`config.mk`:
```
export PLATFORM = sky130hd
export DESIGN_NAME = mbe_obuf
export DESIGN_NICKNAME = d
export VERILOG_FILES = /design/src/design/mandelbrot_escape_time_pixel_core_macros.svh /design/src/design/mbe_pkg.sv /design/src/design/mbe_obuf.sv
export SDC_FILE = /design/constraint.sdc
export NUM_CORES = 1
export LEC_CHECK = 0
export CAP_MARGIN = 20
export CORE_ASPECT_RATIO = 1.2
export CORE_MARGIN = 2
export CORE_UTILIZATION = 34
export CTS_BUF_LIST = sky130_fd_sc_hd__clkbuf_2
export DETAILED_ROUTE_END_ITERATION = 16
export DONT_BUFFER_PORTS = 1
export GPL_TIMING_DRIVEN = 0
export SYNTH_ARGS = -nofsm -noshare
export SYNTH_HDL_FRONTEND = slang
export SYNTH_SLANG_ARGS = --single-unit
```
`constraint.sdc`:
```
create_clock -name clk -period 0.8 [get_ports clk]
set_clock_uncertainty 0.05 [all_clocks]
set_input_delay 0.16 -clock clk [delete_from_list [all_inputs] [get_ports clk]]
set_output_delay 0.16 -clock clk [all_outputs]
set_load 0.03 [all_outputs]
```
`src/design/mandelbrot_escape_time_pixel_core_macros.svh`:
```
// assertion helpers used by the top-level design file
`ifndef MANDELBROT_ESCAPE_TIME_PIXEL_CORE_MACROS_SVH
`define MANDELBROT_ESCAPE_TIME_PIXEL_CORE_MACROS_SVH

// same-cycle implication, checked outside reset
`define MBE_ASSERT_IMP(label, ante, cons, msg) \
  label: assert property (@(posedge clk) disable iff (!rst_n) (ante) |-> (cons)) \
    else $error(msg);

// next-cycle implication, checked outside reset
`define MBE_ASSERT_NXT(label, ante, cons, msg) \
  label: assert property (@(posedge clk) disable iff (!rst_n) (ante) |=> (cons)) \
    else $error(msg);

`endif

```
`src/design/mbe_pkg.sv`:
```
package mbe_pkg;

  // fixed point format of the coordinates
  localparam int FRAC_BITS = 28;
  localparam int COORD_W   = 32;
  localparam int STEP_W    = 31;
  localparam int ITER_W    = 16;
  localparam int ARGB_W    = 32;
  localparam int COL_W     = 11;
  localparam int ROW_W     = 10;

  // stream and config port widths
  localparam int IN_TDATA_W  = 24;
  localparam int OUT_TDATA_W = 48;
  localparam int CFG_ADDR_W  = 3;
  localparam int CFG_DATA_W  = 32;

  // derived datapath widths
  localparam int MAG_W   = FRAC_BITS + 2;          // |z| component once below 2.0
  localparam int PROD_W  = 2 * MAG_W;              // square or cross product
  localparam int SQ_W    = PROD_W - FRAC_BITS;     // rescaled square
  localparam int XY_W    = PROD_W - FRAC_BITS + 1; // rescaled doubled cross product
  localparam int Z_W     = COORD_W + 2;            // z component, exact
  localparam int CPROD_W = COL_W + STEP_W;
  localparam int RPROD_W = ROW_W + STEP_W;
  localparam int SUM_W   = CPROD_W + 2;

  // register reset values
  localparam logic signed [COORD_W-1:0] REAL_MIN_RST  = -32'sd536870912;
  localparam logic signed [COORD_W-1:0] IMAG_MAX_RST  = 32'sd402653184;
  localparam logic        [STEP_W-1:0]  STEP_REAL_RST = 31'd629146;
  localparam logic        [STEP_W-1:0]  STEP_IMAG_RST = 31'd1118481;
  localparam logic        [ITER_W-1:0]  MAX_ITER_RST  = 16'd25600;

  // colour constants
  localparam logic [ARGB_W-1:0] ARGB_BLACK = 32'hFF00_0000;
  localparam logic [7:0]        SHADE_MAX  = 8'hFF;

  typedef enum logic [CFG_ADDR_W-1:0] {
    CFG_REAL_MIN  = 3'd0,
    CFG_IMAG_MAX  = 3'd1,
    CFG_STEP_REAL = 3'd2,
    CFG_STEP_IMAG = 3'd3,
    CFG_MAX_ITER  = 3'd4
  } cfg_idx_t;

  typedef enum logic [2:0] {
    ST_IDLE,
    ST_INIT,
    ST_CHECK,
    ST_UPD,
    ST_FIN
  } state_t;

  typedef struct packed {
    logic load;  // capture pixel, form column and row offsets
    logic init;  // form c and start z at c
    logic mul;   // escape bound check and products
    logic step;  // take the new z and count
    logic emit;  // hand the result to the output buffer
  } ctrl_cmd_t;

  typedef struct packed {
    logic at_limit;
    logic escaped;
  } dp_sts_t;

endpackage

```
`src/design/mbe_obuf.sv`:
```
module mbe_obuf
  import mbe_pkg::*;
(
  input  logic                   clk,
  input  logic                   rst_n,
  input  logic                   load,
  input  logic [OUT_TDATA_W-1:0] data,
  output logic                   free,
  output logic                   out_tvalid,
  input  logic                   out_tready,
  output logic [OUT_TDATA_W-1:0] out_tdata
);

  logic                   valid_r, valid_nxt;
  logic [OUT_TDATA_W-1:0] data_r;

  always_comb begin
    free      = !valid_r || out_tready;
    valid_nxt = load ? 1'b1 : (out_tready ? 1'b0 : valid_r);
  end

  always_ff @(posedge clk) begin
    if (!rst_n) begin
      valid_r <= 1'b0;
    end else begin
      valid_r <= valid_nxt;
    end
  end

  always_ff @(posedge clk) begin
    if (load) data_r <= data;
  end

  assign out_tvalid = valid_r;
  assign out_tdata  = data_r;

endmodule

```
* After elaboration in Yosys (flattened, before gate mapping)
Cells that the tools add are included.
** Operators by class
- Reductions and logical operators :: 3
- Muxes and demuxes :: 2
** Operators by type and width (count)
- 1-bit 2-to-1 mux :: 2
- 2-bit nonzero test :: 1
- 1-bit zero test :: 1
- 1-bit logical OR :: 1
** Storage, ports and cells
- Output and inout bits :: 50
- Flip-flop bits (word level) :: 49
- Word-level logic and storage cells :: 7
- Input bits :: 52

* Logic depth before layout (Yosys ltp)
- Depth in word-level cells :: 2
- Mapped depth :: 2
- Gate-level depth less buffers :: 2

* Worst setup path after synthesis
OpenSTA, ideal clock, no wires.
- Path kind :: register to register
- Start point :: reg out_tvalid (netlist name)
- End point :: reg valid_r, in the netlist out_tvalid
- Data arrival time :: 0.815 ns
- Setup time :: 0.066 ns
- Buffers on the path :: 0
- Slack :: -0.131 ns
- Data required time :: 0.684 ns
- Clock period less this slack :: 0.931 ns
- Cell stages (with the launch flop) :: 3
- Path through :: dfxtp_1 > nand2b_4 > a21boi_2
** RTL lines
- to (signal assigned) :: RTL line mbe_obuf.sv:26 : valid_r <= valid_nxt;
- to (decl) :: RTL line mbe_obuf.sv:14 : logic valid_r, valid_nxt;

* Worst setup path after layout
- Start point :: reg data_r[41], in the netlist out_tdata[41]
- End point :: out out_tdata[41]
** RTL lines
- from (decl) :: RTL line mbe_obuf.sv:15 : logic [OUT_TDATA_W-1:0] data_r;
- from (signal assigned) :: RTL line mbe_obuf.sv:31 : if (load) data_r <= data;
- to (decl) :: RTL line mbe_obuf.sv:11 : output logic [OUT_TDATA_W-1:0] out_tdata
No word-level cell between the ends.

==> impl_results.md <==
- Status: finished with violations
- Die width: ~64 um
- Critical path startpoint: out_tdata[41]
- Global-route wire length before repair: around 4000 um
- Initial drt markers: 18
- Slew Viols, Final: 0
- TritonCTS clock tree: yes
- Top-area cell type share of the netlist area: 0.967
- Detailed Route WL: 2730 um
- Post-DRT Antenna Nets: 0
- Initial antenna violation count: 0
- HP Class: in2reg
- Core Area: ~0.0042 mm^2
- Final worst path period need: 1.20 ns
- Syn Inst Count: 52
- Hold_sp: load
- Sequential element share of the synthesized area: 0.981
- CTS H-Tree Depth: 2
- Ys async rst share: 0
- Fmax achieved: 836 MHz
- VDD IR max: 0.00140 V
- RSZ-0062 raised after global routing: yes
- Crit path capture type: output port
- Vias in the first global route: approximately 800
- Post-CTS Setup Bufs: 0
- Power Density: 2230 mW/mm^2
- Number of flops mapped to enable cells by yosys: between 40 and 50
- Initial core utilization: 0.352
- Post-synthesis instance area: ~0.0015 mm^2
- Synth cell count leaders: edfxtp_1 (48), a21boi_2 (1), dfxtp_1 (1), inv_1 (1), nand2b_4 (1)
- GP Congestion: between 0.5 and 0.6
- GRT Total Usage: 0.113
- Leakage dissipation: ~0.73 nW
- Ys Warns: 0
- Final hold violation count: slightly below 50
- Reg2Reg Setup Slack: approximately 0.01 ns
- Final WS setup: -0.396 ns
- Largest net degree at the start of global routing: 50
- Final setup violation count: 50
- Worst hold slack: -0.202 ns
- FP Rows: 26
- Final #Nets: 161
- CTS root buffer: clkbuf_2
- Startpoint types: register
- Cells on Worst Hold Path: 0
- Die ar.: roughly 0.0049 mm^2
- Worst slew pin tran: around 0.34 ns
- Max_cap viols: 0
- Worst slew margin: 0.777
- Via/cell ratio: 4.34
- Post-Place Setup Slack: 0.0308 ns
- Tcrit/Tclk final: 1.49
- Failing checks: negative hold slack, negative setup slack
- Worst flop-to-flop path startpoint: out_tvalid
- Clk slew on worst S/H paths: roughly 0.23 ns
- Worst EP required: between 0.5 and 0.6 ns
- Mapped Nets: 104
- Layout cell share with drive strength beyond 1: 0.100
- Post-layout util: 0.498
- IO buf count: 0
- Vias post-DR: approximately 720
- Syn_area_per_cell: roughly 29 um^2
- DRC viols: 0
- Most used DFF post-synth: edfxtp_1
- Number of library cell types mapped by synthesis: 5
- Clk buf depth: 2
- Top-count cell post-synth: edfxtp_1
- RR Endpoint: out_tvalid
- Endpoint, Worst Hold: out_tdata[33]
- Clock Sink Count: 49
- Synth area leader: edfxtp_1
- Pre-antenna DRT Iters: 3
- Hold Buf Count CTS: 50
- Chip height: about 77 um
- R2R depth: 2
- GRT Residual Overflow: 0
- Top post-synthesis cells by area: edfxtp_1 (97%), dfxtp_1 (1.3%), nand2b_4 (0.92%)
- Cts bufs inserted: 5
- Antenna cells: 0
- CP arrival: a little under 1 ns
- Worst Path Class, Setup: reg2out
- Wire length per cell: approximately 16 um
- Clk_lat worst skew: 0.38 ns
- Area Overhead vs Synth: 41.4%
- Max FO, Critical Path: 1
- Flop and latch count out of synthesis: 49
- Boundary pin count: 102
## cells in the final DEF, fill, tap and decap left out, drive strengths merged
master        n
a21boi        1
clkinvlp      1
nand2b        1
clkbuf        7
edfxtp       48
inv           1
dfxtp         1
dlygate4sd3  50
## repair_timing
item                                    in CTS  in global routing
endpoints found under the setup margin      51                 51
resized for setup                            0                  0
hold endpoints to repair                    97                 49
pin swaps                                    1                  0
## power by group
part / switching (mW) / internal (mW) / total, mW
registers: 0.479 / 3.06 / 3.54
clock network: 0.698 / 0.242 / 0.940
logic: 0.0428 / 0.169 / 0.212
total: 1.22 / 3.47 / 4.69
## worst max-delay path by stage
| stage | endpoint | slack (ns) | depth (start not counted) |
|---|---|---|---|
| final | out_tdata[41] | -0.40 | 0 |
| after global routing | out_tdata[39] | -0.47 | 0 |
| after detailed placement | out_tvalid | 0.03 | 2 |
| after CTS | out_tdata[41] | -0.43 | 0 |
| after floorplan | out_tvalid | 0.05 | 2 |
| after global placement | out_tvalid | 0.03 | 2 |
## stage by stage
stage	instance area (um^2)	std cells	TNS (ns)	total power, mW
final	2110	166	-18.44	4.69
after global placement	1560	108	0	3.62
after floorplan	1490	52	0	3.58
after global routing	2110	166	-22.44	4.88
after CTS	2110	166	-20.58	4.76
after detailed placement	1560	108	0	3.62
## cell type report
cell class	instances	area, um^2
clock buffer	7	35.0
clock inverter	1	7.51
fill	373	2120
inverter	1	3.75
multi-input combinational	2	25.0
sequential	49	1470
tap	56	70.1
timing repair buffer	50	500
## sequential cells by signal (all words and copies together) (netlist names)
name	flops
out_tvalid	1
out_tdata	48
## cell families (layout without fill, tap and decap cells)
logic type	count (synthesis)	in the layout	share of synthesized area
AND/OR/NAND/NOR	1	1	0.00923
AO/OA/AOI/OAI	1	1	0.00756
flip-flops	49	49	0.981
buffers and inverters	1	59	0.00252
## layer usage
metal  global-route usage  share of wire  vias up  wire length (um)
met5                    0              0        -                 0
met4               0.0447          0.015        0                42
met3               0.0635           0.11        5               303
met2                0.202           0.54       61              1460
met1                0.102           0.34      336               919
li1                     -              -      319                 -
(Power assumes the default switching activity.)
