<file path="src/design/mandelbrot_escape_time_pixel_core_macros.svh">
// assertion helpers used by the top-level design file
`ifndef MANDELBROT_ESCAPE_TIME_PIXEL_CORE_MACROS_SVH
`define MANDELBROT_ESCAPE_TIME_PIXEL_CORE_MACROS_SVH

// same-cycle implication, checked outside reset
`define MBE_ASSERT_IMP(label, ante, cons, msg) \
  label: assert property (@(posedge clk) disable iff (!rst_n) (ante) |-> (cons)) \
    else $error(msg);

// next-cycle implication, checked outside reset
`define MBE_ASSERT_NXT(label, ante, cons, msg) \
  label: assert property (@(posedge clk) disable iff (!rst_n) (ante) |=> (cons)) \
    else $error(msg);

`endif

</file>
<file path="src/design/mbe_pkg.sv">
package mbe_pkg;

  // fixed point format of the coordinates
  localparam int FRAC_BITS = 28;
  localparam int COORD_W   = 32;
  localparam int STEP_W    = 31;
  localparam int ITER_W    = 16;
  localparam int ARGB_W    = 32;
  localparam int COL_W     = 11;
  localparam int ROW_W     = 10;

  // stream and config port widths
  localparam int IN_TDATA_W  = 24;
  localparam int OUT_TDATA_W = 48;
  localparam int CFG_ADDR_W  = 3;
  localparam int CFG_DATA_W  = 32;

  // derived datapath widths
  localparam int MAG_W   = FRAC_BITS + 2;          // |z| component once below 2.0
  localparam int PROD_W  = 2 * MAG_W;              // square or cross product
  localparam int SQ_W    = PROD_W - FRAC_BITS;     // rescaled square
  localparam int XY_W    = PROD_W - FRAC_BITS + 1; // rescaled doubled cross product
  localparam int Z_W     = COORD_W + 2;            // z component, exact
  localparam int CPROD_W = COL_W + STEP_W;
  localparam int RPROD_W = ROW_W + STEP_W;
  localparam int SUM_W   = CPROD_W + 2;

  // register reset values
  localparam logic signed [COORD_W-1:0] REAL_MIN_RST  = -32'sd536870912;
  localparam logic signed [COORD_W-1:0] IMAG_MAX_RST  = 32'sd402653184;
  localparam logic        [STEP_W-1:0]  STEP_REAL_RST = 31'd629146;
  localparam logic        [STEP_W-1:0]  STEP_IMAG_RST = 31'd1118481;
  localparam logic        [ITER_W-1:0]  MAX_ITER_RST  = 16'd25600;

  // colour constants
  localparam logic [ARGB_W-1:0] ARGB_BLACK = 32'hFF00_0000;
  localparam logic [7:0]        SHADE_MAX  = 8'hFF;

  typedef enum logic [CFG_ADDR_W-1:0] {
    CFG_REAL_MIN  = 3'd0,
    CFG_IMAG_MAX  = 3'd1,
    CFG_STEP_REAL = 3'd2,
    CFG_STEP_IMAG = 3'd3,
    CFG_MAX_ITER  = 3'd4
  } cfg_idx_t;

  typedef enum logic [2:0] {
    ST_IDLE,
    ST_INIT,
    ST_CHECK,
    ST_UPD,
    ST_FIN
  } state_t;

  typedef struct packed {
    logic load;  // capture pixel, form column and row offsets
    logic init;  // form c and start z at c
    logic mul;   // escape bound check and products
    logic step;  // take the new z and count
    logic emit;  // hand the result to the output buffer
  } ctrl_cmd_t;

  typedef struct packed {
    logic at_limit;
    logic escaped;
  } dp_sts_t;

endpackage

</file>
<file path="src/design/mbe_ctrl.sv">
module mbe_ctrl
  import mbe_pkg::*;
(
  input  logic       clk,
  input  logic       rst_n,
  input  logic       in_tvalid,
  output logic       in_tready,
  input  dp_sts_t    sts,
  input  logic       out_free,
  output ctrl_cmd_t  cmd
);

  state_t state_r, state_nxt;

  always_ff @(posedge clk) begin
    if (!rst_n) begin
      state_r <= ST_IDLE;
    end else begin
      state_r <= state_nxt;
    end
  end

  always_comb begin
    state_nxt = state_r;
    case (state_r)
      ST_IDLE: begin
        if (in_tvalid) state_nxt = ST_INIT;
      end
      ST_INIT:  state_nxt = ST_CHECK;
      ST_CHECK: state_nxt = sts.at_limit ? ST_FIN : ST_UPD;
      ST_UPD:   state_nxt = sts.escaped ? ST_FIN : ST_CHECK;
      ST_FIN: begin
        if (out_free) state_nxt = ST_IDLE;
      end
      default:  state_nxt = ST_IDLE;
    endcase
  end

  always_comb begin
    cmd       = '0;
    in_tready = 1'b0;
    case (state_r)
      ST_IDLE: begin
        in_tready = 1'b1;
        cmd.load  = in_tvalid;
      end
      ST_INIT:  cmd.init = 1'b1;
      ST_CHECK: cmd.mul  = !sts.at_limit;
      ST_UPD:   cmd.step = !sts.escaped;
      ST_FIN:   cmd.emit = out_free;
      default: begin
        cmd       = '0;
        in_tready = 1'b0;
      end
    endcase
  end

endmodule

</file>
<file path="config.mk">
export PLATFORM = sky130hd
export DESIGN_NAME = mbe_ctrl
export DESIGN_NICKNAME = d
export VERILOG_FILES = /design/src/design/mandelbrot_escape_time_pixel_core_macros.svh /design/src/design/mbe_pkg.sv /design/src/design/mbe_ctrl.sv
export SDC_FILE = /design/constraint.sdc
export NUM_CORES = 1
export LEC_CHECK = 0
export BUFFER_PORTS_ARGS = -buffer_cell sky130_fd_sc_hd__buf_2
export CAP_MARGIN = 10
export CORE_AREA = 2 2 39 41
export DETAILED_ROUTE_END_ITERATION = 12
export DIE_AREA = 0 0 41 43
export PLACE_DENSITY_LB_ADDON = 0.3
export SLEW_MARGIN = 15
export SYNTH_ARGS = -nofsm -noshare
export SYNTH_HDL_FRONTEND = slang
export SYNTH_SLANG_ARGS = --single-unit
</file>
<file path="constraint.sdc">
create_clock -name clk -period 1.36 [get_ports clk]
set_input_delay 0 -clock clk [delete_from_list [all_inputs] [get_ports clk]]
set_output_delay 0 -clock clk [all_outputs]
set_load 0.05 [all_outputs]
</file>
* Word-level counts from Yosys, hierarchy flattened *
Cells that the tools add are included.

storage, ports and cells
  register bits after elaboration = 3
  input bits = 6

cells by class
  multiplexer cells = 11
  reductions and logical operators = 4
  eq/ne operators = 6

operators by type and width
  operator                                              count
  case mux 3 bit (5 select lines)                       1
  2-to-1 mux 3 bit                                      4
  equality test 3 x 2 -> 1 bit (second input constant)  2
  2-to-1 mux 1 bit                                      6
  != test 2 bit (second input constant)                 2
  equality test 3 x 1 -> 1 bit (second input constant)  1
  equality test 3 bit (second input constant)           1
  zero test 3 bit                                       1
  zero test 1 bit                                       2
  AND reduction 2 bit                                   1

* Longest topological paths before layout *
Gate-level depths: netlist (run 1).

  depth in word-level cells = 3
  gate-level depth with buffers = 3
  gate-level depth less buffers = 2

* Worst setup path before layout (run 1) *
OpenSTA, ideal clock, no wires.

  kind = register to register
  start point = register state_r[1]
  end point = register state_r[1]
  buffers on the path = 1
  cell stages (with the launch flop) = 4
  setup time = 0.064 ns
  period minus slack after synthesis = 1.937 ns
  slack = -0.577 ns
  arrival time = 1.874 ns
  cells stage by stage = dfxtp_1 buf_2 nor3b_1 o31a_1

between the ends
  cells in the longest elaborated chain, start to end = 3
  elaborated cells on any way between the ends = 9

RTL lines
  what                                                    line            source
  from (decl)                                             mbe_ctrl.sv:13  state_t state_r, state_nxt;
  from (signal assigned)                                  mbe_ctrl.sv:19  state_r <= state_nxt;
  equality test 3 bit or zero test 3 bit (tied branches)  mbe_ctrl.sv:25  case (state_r)
  != test 2 bit (no source line)                          n/a
  AND reduction 2 bit (no source line)                    n/a

Several ways; a longest one is shown, not always the timed one.
A chain may end at the register's enable or synchronous reset.

==> results of run 1 <==
[cells in the mapped netlist]
cell type	count	area share
nor3b_1	1	0.039
buf_2	1	0.026
nor4b_2	2	0.15
o31a_1	2	0.090
and4b_1	1	0.052
o21a_1	1	0.039
nor4b_1	1	0.045
nor3_1	2	0.052
nor4bb_2	1	0.084
nand2_1	1	0.019
buf_4	1	0.039
dfxtp_1	3	0.31
nor4bb_1	1	0.052
[cell usage in the layout, fill, tap and decap left out]
cell      netlist  layout
nor3b_2         0       1
clkbuf_1        0       1
dfxtp_2         0       3
nor4bb_1        1       1
o31a_1          2       2
nor4bb_4        0       1
buf_4           1       5
clkbuf_4        0       3
nor3_2          0       2
nor4b_1         1       1
o21a_1          1       1
nor4b_4         0       2
and4b_1         1       1
nand2_1         1       1
buf_2           1       7
[cell type report]
type	count	area share
sequential	3	0.185
tap	16	0.0580
multi-input combinational	13	0.471
clock buffer	4	0.0761
timing repair buffer	12	0.210
[critical path: stages, from the launching register on]
cell and delay [ns]:
dfxtp_2 0.34, buf_4 0.17, nor4b_4 0.27, buf_4 0.24
[layer usage]
metal / vias to the layer above / wire length, µm / GRT usage
met2: 10 / 207 / 0.0750
met1: 88 / 261 / 0.105
met4: 0 / 0 / 0.0400
met5: - / 0 / 0
met3: 0 / 53 / 0.0314
li1: 102 / - / -
[per-stage QoR]
| stage | hold slack, ns | cells |
|---|---|---|
| finish | 0.0232 | 48 |
| global route | 0.0188 | 48 |
| CTS | 0.0156 | 48 |
| detailed placement | 0.265 | 44 |
| global placement | 0.264 | 44 |
| floorplan | 0.0713 | 18 |
[how the worst max path moves through the flow]
stage | start | to | cells after the start
after floorplan | state_r[0]$_SDFFE_PN0P_ | state_r[1]$_SDFFE_PN0P_ | 3
after global placement | state_r[1]$_SDFFE_PN0P_ | cmd[2] | 2
after detailed placement | state_r[1]$_SDFFE_PN0P_ | cmd[2] | 2
after CTS | state_r[0]$_SDFFE_PN0P_ | cmd[2] | 3
after global routing | state_r[0]$_SDFFE_PN0P_ | cmd[4] | 3
final | state_r[0]$_SDFFE_PN0P_ | cmd[4] | 3
[kinds of logic after synthesis]
kind of cell | after synthesis
AND/OR/NAND/NOR | 10
flip-flops | 3
AO/OA/AOI/OAI | 3
buffers and inverters | 2
[power breakdown]
group | leakage, µW | internal (µW) | switching (µW)
registers | 0.0000258 | 96.4 | 17.3
clock network | 0.0000150 | 110 | 45.5
logic | 0.000101 | 49.2 | 73.3
total | 0.000142 | 256 | 136
==> results_dict.tcl, run 1 <==
set metrics [dict create \
    status "finished clean" \
    grt_max_degree 10 \
    setup_tns_ns 0 \
    cp-start-kind "flop" \
    grt.total_usage 0.0691 \
    largest_reg_flops 3 \
    hp-class "in -> reg" \
    cts_resized 3 \
    synthXorXnorAreaFrac 0 \
    multi_input_area_um2 163 \
    reg.largest.list "state_r (3)" \
    finalPower_uw 392 \
    first_iter_violations 1 \
    htree_levels 1 \
    port-buffer-count 11 \
    cts_buffers 3 \
    cts.sinks 3 \
    slew_headroom 0.817 \
    ys_warn_count 0 \
    globalplace.congestion 0.660 \
    ant_nets 0 \
    grt_pass1_vias 197 \
    synth_top_family_by_area "simple AND/OR/NAND/NOR gates" \
    fmax_ghz 0.801 \
    avgSynthCellArea_um2 10.8 \
    regArea_um2 63.8 \
    grt_pass1_wl_um 807 \
    max-vdd-ir-drop_v 0.000361 \
    ys_seq_area_frac 0.310 \
    nets 39 \
    syn2layout_area_growth_pct 78.1 \
    place_area_um2 307 \
    cp-end-kind "primary output" \
    synthAdderAreaFrac 0 \
    pin_count 12 \
    synth_area_um2 194 \
    setup_viol 0 \
    fillers 159 \
    postCtsSetupRepairBufs 0 \
    drt_pass1_iterations 3 \
    setup_slack_ns 0.111 \
    clockBufferDepth 2 \
    vias 200 \
    die_x_um 41 \
    synth_compound_area_frac 0.129 \
    syn_inst 18 \
    cts_root_buf "clkbuf_4" \
    synth-seq-cells 3 \
    worst-r2r-cell-count 2 \
    rows 14 \
    r2r_end "state_r[2]$_SDFFE_PN0P_" \
    postCtsHoldBufs 0 \
    final_core_utilization 0.250 \
    grt_overflow 0 \
    hold_end "state_r[1]$_SDFFE_PN0P_" \
    fin_crit_ns 1.25 \
    clock_skew_ns 0.0000923 \
    max_slew.worst_pin.slew_ns 0.274 \
    rsz0062_at_grt "no" \
    worstSkewPairLatency_ns 0.23 \
    drive_gt1_frac 0.750 \
    power.density_nw_per_um2 1130 \
    antenna_found_initial 0 \
    drv_slew 0 \
    fp.dieH_um 43 \
    largest-register "state_r" \
    yosys.area_share.simple 0.497 \
    crit_path_max_fanout 5 \
    cts_tree "yes" \
    finalCritPeriodShare 0.918 \
    crit_type "reg -> out" \
    drt_wl_total_um 523 \
    drc 0 \
    insertedDiodeCount 0 \
    coreArea_um2 1380 \
    wl_per_cell_um 10.9 \
    p_leak_uw 0.000142 \
    synthMuxAreaShare 0 \
    cp_data_arrival_time_ns 1.25 \
    r2r_slack_ns 0.24 \
    pre_cts_ws_ns 0.189 \
    final_area_um2 345 \
    hp-start "rst_n" \
    hold_path_depth 2 \
    hold_viol 0 \
    synth.distinct_cells 13 \
    drv_cap 0 \
    syn_nets 24 \
    cp.required_ns 1.36 \
    clkTransAtPathRegs_ns 0.04 \
    r2r-start "state_r[2]$_SDFFE_PN0P_" \
    die_area_um2 1760 \
    via_per_inst 4.17 \
    initial_core_util 0.140 \
]
(Power assumes the default switching activity.)
==> inputs of run 2 (changes only) <==
==> constraint.sdc (replaced) <==
create_clock -name clk -period 1.36 [get_ports clk]
set_input_delay 0.136 -clock clk [delete_from_list [all_inputs] [get_ports clk]]
set_output_delay 0.136 -clock clk [all_outputs]
set_load 0.05 [all_outputs]
==> run 2 against run 1 <==
  * Sequential share of layout area fell by 0.69 points
  * Global-route usage rose by 1.7 points
  * Critical path type unchanged
  * Register-to-register slack barely moved
  * Highest routed layer unchanged
  * Total power rose by 1.8%
  * Largest power group unchanged
==> results_dict.tcl, run 2 (synthesized netlist as in run 1, its figures left out) <==
set metrics [dict create \
    fp.dieH_um 43 \
    die_area_um2 1760 \
    rsz0062_at_grt "no" \
    grt_overflow 0 \
    cts_buffers 3 \
    max_slew.worst_pin.slew_ns 0.336 \
    worstSkewPairLatency_ns 0.23 \
    final_cell_mix "6 x clkbuf_4, 6 x buf_2, 3 x buf_4" \
    ant_nets 0 \
    cp.required_ns 1.22 \
    clkTransAtPathRegs_ns 0.04 \
    clockBufferDepth 2 \
    r2r_end "state_r[2]$_SDFFE_PN0P_" \
    insertedDiodeCount 0 \
    crit_path_max_fanout 5 \
    cp-end-kind "primary output" \
    grt_pass1_wl_um 972 \
    hold_path_depth 2 \
    reg.largest.list "state_r (3)" \
    wl_per_cell_um 12.3 \
    port-buffer-count 11 \
    postCtsHoldBufs 0 \
    setup_slack_ns 0.0307 \
    setup_viol 0 \
    nets 41 \
    hold_end "state_r[0]$_SDFFE_PN0P_" \
    grt.total_usage 0.0862 \
    pre_cts_ws_ns 0.0745 \
    r2r_slack_ns 0.25 \
    globalplace.congestion 0.722 \
    cts_root_buf "clkbuf_4" \
    vias 215 \
    die_x_um 41 \
    setup_tns_ns 0 \
    htree_levels 1 \
    largest_reg_flops 3 \
    power.density_nw_per_um2 1070 \
    antenna_found_initial 0 \
    drt_wl_total_um 614 \
    drive_gt1_frac 0.765 \
    drt_pass1_iterations 4 \
    drv_slew 0 \
    syn2layout_area_growth_pct 92.3 \
    finalCritPeriodShare 0.977 \
    cp-start-kind "flop" \
    worst-r2r-cell-count 3 \
    r2r-start "state_r[0]$_SDFFE_PN0P_" \
    crit_type "reg -> out" \
    largest-register "state_r" \
    hp-class "in -> reg" \
    drv_cap 0 \
    hpwl_um 474 \
    initial_core_util 0.140 \
    fin_hold_ws_ns 0.156 \
    hp-start "rst_n" \
    slew_headroom 0.773 \
    fin_crit_ns 1.33 \
    hold_viol 0 \
    drc 0 \
    fmax_ghz 0.752 \
    grt_max_degree 10 \
    coreArea_um2 1380 \
    first_iter_violations 1 \
    final_core_utilization 0.269 \
    clock_skew_ns 0.00538 \
    cp_data_arrival_time_ns 1.19 \
    via_per_inst 4.30 \
    cts.sinks 3 \
    grt_pass1_vias 242 \
    status "finished clean" \
    p_leak_uw 0.000155 \
    max-vdd-ir-drop_v 0.000267 \
    rows 14 \
    pin_count 12 \
    cts_tree "yes" \
]
==> run 2: routing by layer <==
metal	global-route usage	vias to the layer above	part of all wire
met5	0	-	0
met4	0.100	0	0
met3	0.00524	0	0.091
met2	0.116	12	0.50
met1	0.105	98	0.41
li1	-	105	-
==> run 2: final cells by class <==
| cell class | count | area [µm²] |
|---|---|---|
| Multi-Input combinational cell | 13 | 163 |
| Tap cell | 16 | 20.0 |
| Sequential cell | 3 | 66.3 |
| Clock buffer | 4 | 26.3 |
| Fill cell | 156 | 1010 |
| Timing Repair Buffer | 14 | 97.6 |
==> run 2: power breakdown <==
| group | leakage [µW] | switching (µW) | total (µW) | internal (µW) |
|---|---|---|---|---|
| Combinational | 0.000114 | 77.1 | 132 | 55.1 |
| Clock | 0.0000150 | 45.8 | 156 | 110 |
| Sequential | 0.0000261 | 15.7 | 111 | 95.1 |
| Total | 0.000155 | 139 | 399 | 260 |
==> run 2: how the worst max path moves through the flow <==
stage                                   end  slack, ns               startpoint
floorplan           state_r[1]$_SDFFE_PN0P_      -0.07  state_r[0]$_SDFFE_PN0P_
global placement                     cmd[1]       0.12  state_r[0]$_SDFFE_PN0P_
detailed placement                   cmd[1]       0.07  state_r[0]$_SDFFE_PN0P_
CTS                                  cmd[1]      0.002  state_r[0]$_SDFFE_PN0P_
global route                         cmd[1]     0.0007  state_r[1]$_SDFFE_PN0P_
finish                               cmd[1]       0.03  state_r[1]$_SDFFE_PN0P_
==> run 2: timing repair <==
item | 4_1_cts | 5_1_grt
gates resized for setup | 5 | 5
pin swaps | 0 | 1
setup endpoints to repair | 6 | 6
setup buffers | 0 | 1
==> run 2: worst max-delay path: stages (launching register included) <==
cell      delay (ns)
dfxtp_2         0.39
nor4bb_4        0.36
buf_6           0.21
==> run 2: through the flow <==
| stage | power [µW] | cell area [µm²] | cells |
|---|---|---|---|
| 2_1_floorplan | 210 | 246 | 18 |
| 3_3_place_gp | 234 | 314 | 45 |
| 3_5_place_dp | 236 | 314 | 45 |
| 4_1_cts | 407 | 352 | 49 |
| 5_1_grt | 421 | 373 | 50 |
| 6_report | 399 | 373 | 50 |
